$ cat config.mk
export PLATFORM = sky130hd
export DESIGN_NAME = lightmap_texel_combiner_flat
export DESIGN_NICKNAME = d
export VERILOG_FILES = /design/src/ltc_pkg.sv /design/src/ltc_texel_if.sv /design/src/ltc_light_if.sv /design/src/lightmap_texel_combiner.sv /design/src/ltc_mix.sv /design/src/ltc_finish.sv /design/src/flat_wrapper.sv
export SDC_FILE = /design/constraint.sdc
export NUM_CORES = 2
export LEC_CHECK = 0
export BUFFER_PORTS_ARGS = -buffer_cell sky130_fd_sc_hd__buf_4
export CAP_MARGIN = 20
export CORE_MARGIN = 2
export CORE_UTILIZATION = 36
export CTS_BUF_LIST = sky130_fd_sc_hd__clkbuf_8
export DETAILED_ROUTE_END_ITERATION = 10
export HOLD_SLACK_MARGIN = 0.02
export PLACE_DENSITY = 0.52
export SLEW_MARGIN = 10
export SYNTH_ARGS = -nofsm -noshare
export SYNTH_HDL_FRONTEND = slang
export SYNTH_SLANG_ARGS = --single-unit
$ cat constraint.sdc
create_clock -name i_clk -period 22.8 [get_ports i_clk]
set_input_delay 4.56 -clock i_clk [delete_from_list [all_inputs] [get_ports i_clk]]
set_output_delay 4.56 -clock i_clk [all_outputs]
set_load 0.03 [all_outputs]
$ cat src/ltc_pkg.sv
// ============================================================================
// ltc_pkg : shared types and constants of the lightmap texel combiner
// Word layouts of both channels, configuration register codes and the
// fixed widths of the internal light channels.
// ============================================================================
`default_nettype none

package ltc_pkg;

    // Internal channel width: 8.8 ambient plus static plus a 24-bit dynamic sum.
    localparam int CH_W      = 25;
    localparam int DYN_W     = 24;
    localparam int GAIN_W    = 18;
    localparam int SHIFT_W   = 4;
    localparam int CFG_IDX_W = 2;
    localparam int CFG_DAT_W = 18;

    localparam logic [GAIN_W-1:0] GAIN_RESET = 18'd6554;

    // Static lightmap kinds; the spare code means no static lightmap.
    localparam logic [1:0] MAP_NONE  = 2'd0;
    localparam logic [1:0] MAP_MONO  = 2'd1;
    localparam logic [1:0] MAP_RGB   = 2'd2;
    localparam logic [1:0] MAP_SPARE = 2'd3;

    typedef enum logic [CFG_IDX_W-1:0] {
        CFG_AMBIENT_FLOOR = 2'd0,
        CFG_STATIC_ADD    = 2'd1,
        CFG_SPECULAR_GAIN = 2'd2,
        CFG_LEVEL_SHIFT   = 2'd3
    } t_cfg_reg;

    typedef struct packed {
        logic [7:0]         ambient_floor;
        logic               static_add_enable;
        logic [GAIN_W-1:0]  specular_gain;
        logic [SHIFT_W-1:0] level_shift;
    } t_cfg;

    typedef struct packed {
        logic             first_texel;
        logic [31:0]      surface_light;
        logic [1:0]       map_kind;
        logic [7:0]       map_level;
        logic [7:0]       map_red;
        logic [7:0]       map_green;
        logic [7:0]       map_blue;
        logic [DYN_W-1:0] dyn_level;
        logic [DYN_W-1:0] dyn_red;
        logic [DYN_W-1:0] dyn_green;
        logic [DYN_W-1:0] dyn_blue;
        logic             dyn_tinted;
    } t_texel;

    typedef struct packed {
        logic [15:0] light_level;
        logic [15:0] light_red;
        logic [15:0] light_green;
        logic [15:0] light_blue;
        logic [15:0] add_red;
        logic [15:0] add_green;
        logic [15:0] add_blue;
        logic        surface_coloured;
        logic        surface_has_add;
    } t_light;

    typedef struct packed {
        logic            first_texel;
        logic            surface_coloured;
        logic [CH_W-1:0] ch_level;
        logic [CH_W-1:0] ch_red;
        logic [CH_W-1:0] ch_green;
        logic [CH_W-1:0] ch_blue;
    } t_mix;

endpackage

`default_nettype wire

$ cat src/ltc_texel_if.sv
// ============================================================================
// ltc_texel_if : texel input channel
// Valid/ready channel that carries one lightmap texel word.
// ============================================================================
`default_nettype none

interface ltc_texel_if import ltc_pkg::*; ();
    logic   valid;
    logic   ready;
    t_texel word;

    modport source (output valid, output word, input ready);
    modport sink   (input valid, input word, output ready);
endinterface

`default_nettype wire

$ cat src/ltc_light_if.sv
// ============================================================================
// ltc_light_if : combined light output channel
// Valid/ready channel that carries one combined light word.
// ============================================================================
`default_nettype none

interface ltc_light_if import ltc_pkg::*; ();
    logic   valid;
    logic   ready;
    t_light word;

    modport source (output valid, output word, input ready);
    modport sink   (input valid, input word, output ready);
endinterface

`default_nettype wire

$ cat src/lightmap_texel_combiner.sv
// ============================================================================
// lightmap_texel_combiner : combined 8.8 light of one lightmap texel
// A word accepted at the input passes through the input, sum and result
// registers of the three-stage pipeline in turn before it is offered.
// Throughput: one texel word per cycle while the output is ready.
// Reset is synchronous and active low; it empties the pipeline, clears the
// running flags and loads the register defaults (gain 6554, others zero).
// ============================================================================
`default_nettype none

module lightmap_texel_combiner import ltc_pkg::*; (
    input  wire logic                 i_clk,
    input  wire logic                 i_rst_n,
    ltc_texel_if.sink                 i_texel,
    ltc_light_if.source               o_light,
    input  wire logic                 i_cfg_wr_en,
    input  wire logic [CFG_IDX_W-1:0] i_cfg_index,
    input  wire logic [CFG_DAT_W-1:0] i_cfg_data
);

    // Configuration registers. The user must change them only while the block
    // is idle; the block does not enforce this, and each stage reads them directly.
    t_cfg r_cfg;

    // Running surface flags. The coloured flag is settled as a word leaves the
    // input register, the additive flag as it leaves the sum register; words
    // move through each stage in order, so each flag always belongs to the
    // word just ahead of the one being worked on.
    logic r_coloured;
    logic r_additive;

    // Pipeline registers and their valid bits.
    t_texel r_in;
    t_mix   r_mid;
    t_light r_out;
    logic   r_in_v, r_mid_v, r_out_v;

    t_mix   n_mid;
    t_light n_out;

    // Each stage can take a new word when it is empty or when its word moves
    // on in the same cycle. A waiting result therefore only holds the stages
    // that are actually full.
    logic out_free, mid_free, in_free;

    assign out_free = !r_out_v || o_light.ready;
    assign mid_free = !r_mid_v || out_free;
    assign in_free  = !r_in_v || mid_free;

    assign i_texel.ready = in_free;
    assign o_light.valid = r_out_v;
    assign o_light.word  = r_out;

    // First stage: ambient tint, static lightmap and dynamic sums.
    ltc_mix u_mix (
        .i_texel    (r_in),
        .i_cfg      (r_cfg),
        .i_col_prev (r_coloured && !r_in.first_texel),
        .o_mix      (n_mid)
    );

    // Second stage: specular overflow and output inversion.
    ltc_finish u_finish (
        .i_mix      (r_mid),
        .i_cfg      (r_cfg),
        .i_add_prev (r_additive && !r_mid.first_texel),
        .o_light    (n_out)
    );

    // Control state, flags and configuration.
    always_ff @(posedge i_clk) begin
        if (!i_rst_n) begin
            r_in_v     <= 1'b0;
            r_mid_v    <= 1'b0;
            r_out_v    <= 1'b0;
            r_coloured <= 1'b0;
            r_additive <= 1'b0;
            r_cfg.ambient_floor     <= 8'd0;
            r_cfg.static_add_enable <= 1'b0;
            r_cfg.specular_gain     <= GAIN_RESET;
            r_cfg.level_shift       <= '0;
        end else begin
            if (in_free) begin
                r_in_v <= i_texel.valid;
            end
            if (mid_free) begin
                r_mid_v <= r_in_v;
                if (r_in_v) begin
                    r_coloured <= n_mid.surface_coloured;
                end
            end
            if (out_free) begin
                r_out_v <= r_mid_v;
                if (r_mid_v) begin
                    r_additive <= n_out.surface_has_add;
                end
            end
            if (i_cfg_wr_en) begin
                unique case (t_cfg_reg'(i_cfg_index))
                    CFG_AMBIENT_FLOOR: r_cfg.ambient_floor     <= i_cfg_data[7:0];
                    CFG_STATIC_ADD:    r_cfg.static_add_enable <= i_cfg_data[0];
                    CFG_SPECULAR_GAIN: r_cfg.specular_gain     <= i_cfg_data[GAIN_W-1:0];
                    CFG_LEVEL_SHIFT:   r_cfg.level_shift       <= i_cfg_data[SHIFT_W-1:0];
                    default:           r_cfg                   <= r_cfg;
                endcase
            end
        end
    end

    // Payload registers carry no reset; their valid bits qualify them.
    always_ff @(posedge i_clk) begin
        if (in_free && i_texel.valid) begin
            r_in <= i_texel.word;
        end
        if (mid_free && r_in_v) begin
            r_mid <= n_mid;
        end
        if (out_free && r_mid_v) begin
            r_out <= n_out;
        end
    end

`ifndef SYNTH
    // A non-zero additive term must always raise the running additive flag.
    a_add_sets_flag: assert property (@(posedge i_clk) disable iff (!i_rst_n)
        (r_out_v && (r_out.add_red != 16'd0 || r_out.add_green != 16'd0 ||
                     r_out.add_blue != 16'd0)) |-> r_out.surface_has_add)
        else $error("additive light without the additive flag");

    // The floor keeps every inverted channel at one or more.
    a_floor_nonzero: assert property (@(posedge i_clk) disable iff (!i_rst_n)
        r_out_v |-> (r_out.light_level != 16'd0 && r_out.light_red != 16'd0 &&
                     r_out.light_green != 16'd0 && r_out.light_blue != 16'd0))
        else $error("inverted light channel below its floor");

    // Reset empties every pipeline stage.
    a_reset_empties: assert property (@(posedge i_clk)
        !$past(i_rst_n) |-> (!r_in_v && !r_mid_v && !r_out_v))
        else $error("pipeline not empty after reset");

    // A full sum stage that cannot advance keeps its word.
    a_mid_holds: assert property (@(posedge i_clk) disable iff (!i_rst_n)
        (r_mid_v && !mid_free) |=> (r_mid_v && $stable(r_mid)))
        else $error("stalled sum stage lost its word");
`endif

endmodule

`default_nettype wire

$ cat src/ltc_mix.sv
// ============================================================================
// ltc_mix : ambient, static and dynamic light sums
// Builds the tinted ambient level, adds the static lightmap with its clamp
// and adds the precomputed dynamic sums.
// ============================================================================
`default_nettype none

module ltc_mix import ltc_pkg::*; (
    input  t_texel i_texel,
    input  t_cfg   i_cfg,
    input  logic   i_col_prev,
    output t_mix   o_mix
);

    // colour * level * 256 / 255, floored; p + p/255 with an exact 16-bit reciprocal.
    function automatic logic [15:0] tint(input logic [7:0] colour, input logic [7:0] lvl);
        logic [15:0] p;
        logic [16:0] t;
        p = colour * lvl;
        t = {1'b0, p} + {9'b0, p[15:8]} + 17'd1;
        return p + {8'b0, t[15:8]};
    endfunction

    function automatic logic [16:0] clamp_add(input logic [15:0] base, input logic [15:0] add,
                                              input logic keep_wide);
        logic [16:0] s;
        s = {1'b0, base} + {1'b0, add};
        if (!keep_wide && s[16]) begin
            s = 17'h0ffff;
        end
        return s;
    endfunction

    logic [7:0]  lvl;
    logic [15:0] amb_r, amb_g, amb_b;
    logic        has_map, is_rgb;
    logic [15:0] m_word;
    logic [15:0] add_r, add_g, add_b;
    logic [16:0] lvl_s, red_s, green_s, blue_s;

    always_comb begin
        lvl = (i_texel.surface_light[31:24] < i_cfg.ambient_floor) ?
              i_cfg.ambient_floor : i_texel.surface_light[31:24];
        amb_r = tint(i_texel.surface_light[23:16], lvl);
        amb_g = tint(i_texel.surface_light[15:8], lvl);
        amb_b = tint(i_texel.surface_light[7:0], lvl);

        is_rgb  = (i_texel.map_kind == MAP_RGB);
        has_map = is_rgb || (i_texel.map_kind == MAP_MONO);
        m_word  = has_map ? {i_texel.map_level, 8'h00} : 16'h0000;
        add_r   = is_rgb ? {i_texel.map_red, 8'h00}   : m_word;
        add_g   = is_rgb ? {i_texel.map_green, 8'h00} : m_word;
        add_b   = is_rgb ? {i_texel.map_blue, 8'h00}  : m_word;

        lvl_s   = {1'b0, lvl, 8'h00} + {1'b0, m_word};
        red_s   = clamp_add(amb_r, add_r, i_cfg.static_add_enable);
        green_s = clamp_add(amb_g, add_g, i_cfg.static_add_enable);
        blue_s  = clamp_add(amb_b, add_b, i_cfg.static_add_enable);

        o_mix.first_texel      = i_texel.first_texel;
        o_mix.surface_coloured = i_col_prev || (amb_r != amb_g) || (amb_r != amb_b) ||
                                 is_rgb || i_texel.dyn_tinted;
        o_mix.ch_level = {8'b0, lvl_s}   + {1'b0, i_texel.dyn_level};
        o_mix.ch_red   = {8'b0, red_s}   + {1'b0, i_texel.dyn_red};
        o_mix.ch_green = {8'b0, green_s} + {1'b0, i_texel.dyn_green};
        o_mix.ch_blue  = {8'b0, blue_s}  + {1'b0, i_texel.dyn_blue};
    end

endmodule

`default_nettype wire

$ cat src/ltc_finish.sv
// ============================================================================
// ltc_finish : specular overflow and output inversion
// Scales channel overflow above 0x10000 by the specular gain when the level
// shift is zero, then inverts, shifts and floors every channel.
// ============================================================================
`default_nettype none

module ltc_finish import ltc_pkg::*; (
    input  t_mix   i_mix,
    input  t_cfg   i_cfg,
    input  logic   i_add_prev,
    output t_light o_light
);

    localparam logic [CH_W-1:0] OVER_BASE  = CH_W'(32'h10000);
    localparam logic [15:0]     FULL_LIGHT = 16'hff00;

    function automatic logic [15:0] spec(input logic [CH_W-1:0] ch,
                                         input logic [GAIN_W-1:0] gain);
        logic [CH_W+GAIN_W-1:0] prod;
        logic [CH_W+GAIN_W-17:0] scaled;
        prod   = gain * (ch - OVER_BASE);
        scaled = prod[CH_W+GAIN_W-1:16];
        return (scaled > 16'hffff) ? 16'hffff : scaled[15:0];
    endfunction

    function automatic logic [15:0] invert(input logic [CH_W-1:0] ch,
                                           input logic [SHIFT_W-1:0] sh);
        logic [15:0] minl;
        logic [15:0] v;
        minl = 16'd1 << (SHIFT_W'(8) - sh);
        if (ch >= {9'b0, FULL_LIGHT}) begin
            v = minl;
        end else begin
            v = (FULL_LIGHT - ch[15:0]) >> sh;
            if (v < minl) begin
                v = minl;
            end
        end
        return v;
    endfunction

    logic [SHIFT_W-1:0] sh;
    logic spec_on, over_r, over_g, over_b;

    always_comb begin
        sh      = (i_cfg.level_shift > SHIFT_W'(8)) ? SHIFT_W'(8) : i_cfg.level_shift;
        spec_on = (i_cfg.level_shift == '0);
        over_r  = spec_on && (i_mix.ch_red > OVER_BASE);
        over_g  = spec_on && (i_mix.ch_green > OVER_BASE);
        over_b  = spec_on && (i_mix.ch_blue > OVER_BASE);

        o_light.light_level = invert(i_mix.ch_level, sh);
        o_light.light_red   = invert(i_mix.ch_red, sh);
        o_light.light_green = invert(i_mix.ch_green, sh);
        o_light.light_blue  = invert(i_mix.ch_blue, sh);
        o_light.add_red     = over_r ? spec(i_mix.ch_red, i_cfg.specular_gain)   : 16'h0000;
        o_light.add_green   = over_g ? spec(i_mix.ch_green, i_cfg.specular_gain) : 16'h0000;
        o_light.add_blue    = over_b ? spec(i_mix.ch_blue, i_cfg.specular_gain)  : 16'h0000;
        o_light.surface_coloured = i_mix.surface_coloured;
        o_light.surface_has_add  = i_add_prev || over_r || over_g || over_b;
    end

endmodule

`default_nettype wire

$ cat src/flat_wrapper.sv
// flat-port wrapper written by rule: the top's interface ports become plain ports
module lightmap_texel_combiner_flat import ltc_pkg::*;
  (i_clk, i_rst_n, i_cfg_wr_en, i_cfg_index, i_cfg_data, i_texel_valid, i_texel_word, i_texel_ready, o_light_valid, o_light_word, o_light_ready);
  ltc_texel_if i_texel_i ();
  ltc_light_if o_light_i ();
  input  wire logic i_clk;
  input  wire logic i_rst_n;
  input  wire logic i_cfg_wr_en;
  input  wire logic [CFG_IDX_W-1:0] i_cfg_index;
  input  wire logic [CFG_DAT_W-1:0] i_cfg_data;
  input wire logic [$bits(i_texel_i.valid)-1:0] i_texel_valid;
  input wire logic [$bits(i_texel_i.word)-1:0] i_texel_word;
  output wire logic [$bits(i_texel_i.ready)-1:0] i_texel_ready;
  output wire logic [$bits(o_light_i.valid)-1:0] o_light_valid;
  output wire logic [$bits(o_light_i.word)-1:0] o_light_word;
  input wire logic [$bits(o_light_i.ready)-1:0] o_light_ready;
  assign i_texel_i.valid = i_texel_valid;
  assign i_texel_i.word = i_texel_word;
  assign i_texel_ready = i_texel_i.ready;
  assign o_light_valid = o_light_i.valid;
  assign o_light_word = o_light_i.word;
  assign o_light_i.ready = o_light_ready;
  lightmap_texel_combiner u_core (.i_clk(i_clk), .i_rst_n(i_rst_n), .i_texel(i_texel_i), .o_light(o_light_i), .i_cfg_wr_en(i_cfg_wr_en), .i_cfg_index(i_cfg_index), .i_cfg_data(i_cfg_data));
endmodule
==> qor.yml <==
nNetsFinal: 11202
rsz0062_at_grt: "false"
cpMostUsedCell: "inv_1"
viasPerCell: 5.052
hold_viol_final: 0
dpl-instance-area_um2: 87150
yosysUniqueCellTypes: 110
setup_tns_ps: 0
synth_flop_cell: "edfxtp_1"
synth_compound_area_share_pct: 7.700
drtPass1Iterations: 6
worstPathArrival_ps: 16740
async_flop_share_pct: 0
clkLatencyLatePin_ps: 870
clk_path_buf_depth: 3
cts-root-buf: "clkbuf_8"
die_w_um: 479.2
worstSetupStartpointType: "flip-flop"
status: "complete, no violations"
setup_violations: 0
vias: 60534
postCtsSetupRepairBufs: 0
area_growth_pct: 9.499
tightestPinTransition_ps: 1101
antenna_found_initial: 15
wire_per_inst_um: 21.35
synthMuxAreaShare_pct: 1.251
min-delay-path-class: "reg -> reg"
grtUsageTotal_pct: 22.45
critPathCaptureType: "flip-flop"
synth_xor_area_share_pct: 3.595
required_ps: 23430
grt_pass1_wl_mm: 393.9
drc: 0
clock-skew-final_ps: 85.30
gp_congestion: 0.9246
die_area_um2: 229600
synthSimpleGateAreaFrac_pct: 16.90
ctsHoldBuffers: 0
ys.warnings.count: 0
ys_seq_area_share_pct: 14.92
synth_top_family_by_area: "adder cells"
synthCells: 8772
synth_top_area_cell: "fa_1"
holdWs_ps: 418.5
synth-seq-cells: 416
yosys-top-cells-count: "1691 x inv_1, 1470 x fa_1, 1083 x nand2_1"
ant_nets: 0
yosys.cell_count.top_type: "inv_1"
drt_first_iter_violations: 3606
fin_area_um2: 89020
num_rows: 174
slew_violations: 0
synthesis.area_um2: 81300
fin_crit_ps: 16110
post-synth-top-area-fraction_pct: 36.20
first_global_vias: 65400
cts_tree: "done"
worst_path_max_delay_cell: "o21ai_0"
numCtsBuffers: 84
worstSetupPathType: "reg -> reg"
core_area_um2: 224700
start_util_pct: 36.18
r2r_setup_slack_ps: 6690
cts_sinks: 416
syn_avg_cell_area_um2: 9.268
postCtsResizedCells: 0
dp_hpwl_mm: 200.5
slew_headroom_pct: 26.50
wl_mm: 255.9
maxCapViolCount: 0
clkTransAtPathRegs_ps: 60
slowest_delay_ps: 780
grt-ovfl-total: 0
ys_top_cells_by_area: "fa_1 36%, edfxtp_1 14%, ha_1 9.7%, inv_1 7.8%, and2_1 5.4%"
finish.utilization_pct: 39.62
max_freq_mhz: 62.06
fin_crit_sh_pct: 70.68
ios: 305
grt_start_max_net_pins: 134
drive_gt1_share_pct: 8.214
dieHeight_um: 479.2
numPortBuffers: 304
crit_fanout: 22
synth_fa_ha_area_share_pct: 45.89
synth_edf_count: 380
htreeDepth: 3
path summary, 6_finish.rpt:
path	from	to	cells after the start
worst min register to register	u_core.r_in[74]	u_core.r_mid[76]	0
worst max-delay path	u_core.r_in[157]	u_core.r_mid[20]	64
worst max register to register	u_core.r_in[157]	u_core.r_mid[20]	64
worst min-delay path	u_core.r_in[74]	u_core.r_mid[76]	0
area by class of cell:
class                      instances  area, µm²
tap                             2992       3744
clock buffer                      91       1252
fill                           22554     135700
clock inverter                    65      530.5
inverter                        1693       6355
sequential                       416      12160
antenna                            6      15.01
multi-input combinational       6280      61600
timing repair buffer             440       3364
logic make-up after synthesis:
| group | count (synthesis) |
|---|---|
| buf+inv | 2103 |
| mux | 96 |
| fa+ha+maj | 2100 |
| xor+xnor | 327 |
| other cells | 1 |
| compound gates | 954 |
| flops | 416 |
| simple gates | 2775 |
worst max-delay path, delay by kind of cell, from the launching register on:
family	cells	cell delay (ps)
compound gates	24	5790
xor+xnor	2	540
simple gates	17	3430
fa+ha+maj	13	4710
buf+inv	8	1000
flops	1	410
metal layers:
metal	track usage [%]	part of all wire, %	up-vias
met5	0	0.037	-
met4	7.181	3.6	12
met3	2.955	5.2	343
met2	37.68	48	1735
met1	29.99	44	30928
li1	-	-	27516
cell usage in the layout, fill, tap and decap left out, drive strengths merged, types with 198 or more instances in the layout:
cell    synthesis  layout
inv          1692    1714
and2          697     697
fa           1470    1470
a21oi         292     292
nand2        1083    1083
xnor2         198     198
nor2          356     356
ha            628     628
buf            20     438
edfxtp        380     380
registers in the layout, summed over array words and instances (netlist names):
| signal | cells |
|---|---|
| u_core.o_light.valid | 1 |
| u_core.o_light.word | 114 |
| u_core.r_additive | 1 |
| u_core.r_cfg | 31 |
| u_core.r_coloured | 1 |
| u_core.r_in | 164 |
| u_core.r_in_v | 1 |
| u_core.r_mid | 102 |
| u_core.r_mid_v | 1 |
through the flow:
stage / setup slack, ps / std cells
detailed placement: 6784 / 11816
floorplan: 9197 / 8799
finish: 6685 / 11983
CTS: 6720 / 11972
global placement: 7262 / 11812
global route: 5374 / 11982
Power is left out: the tool's default activity adds up to more than one toggle a clock period on the data nets, which glitch-free logic cannot reach.
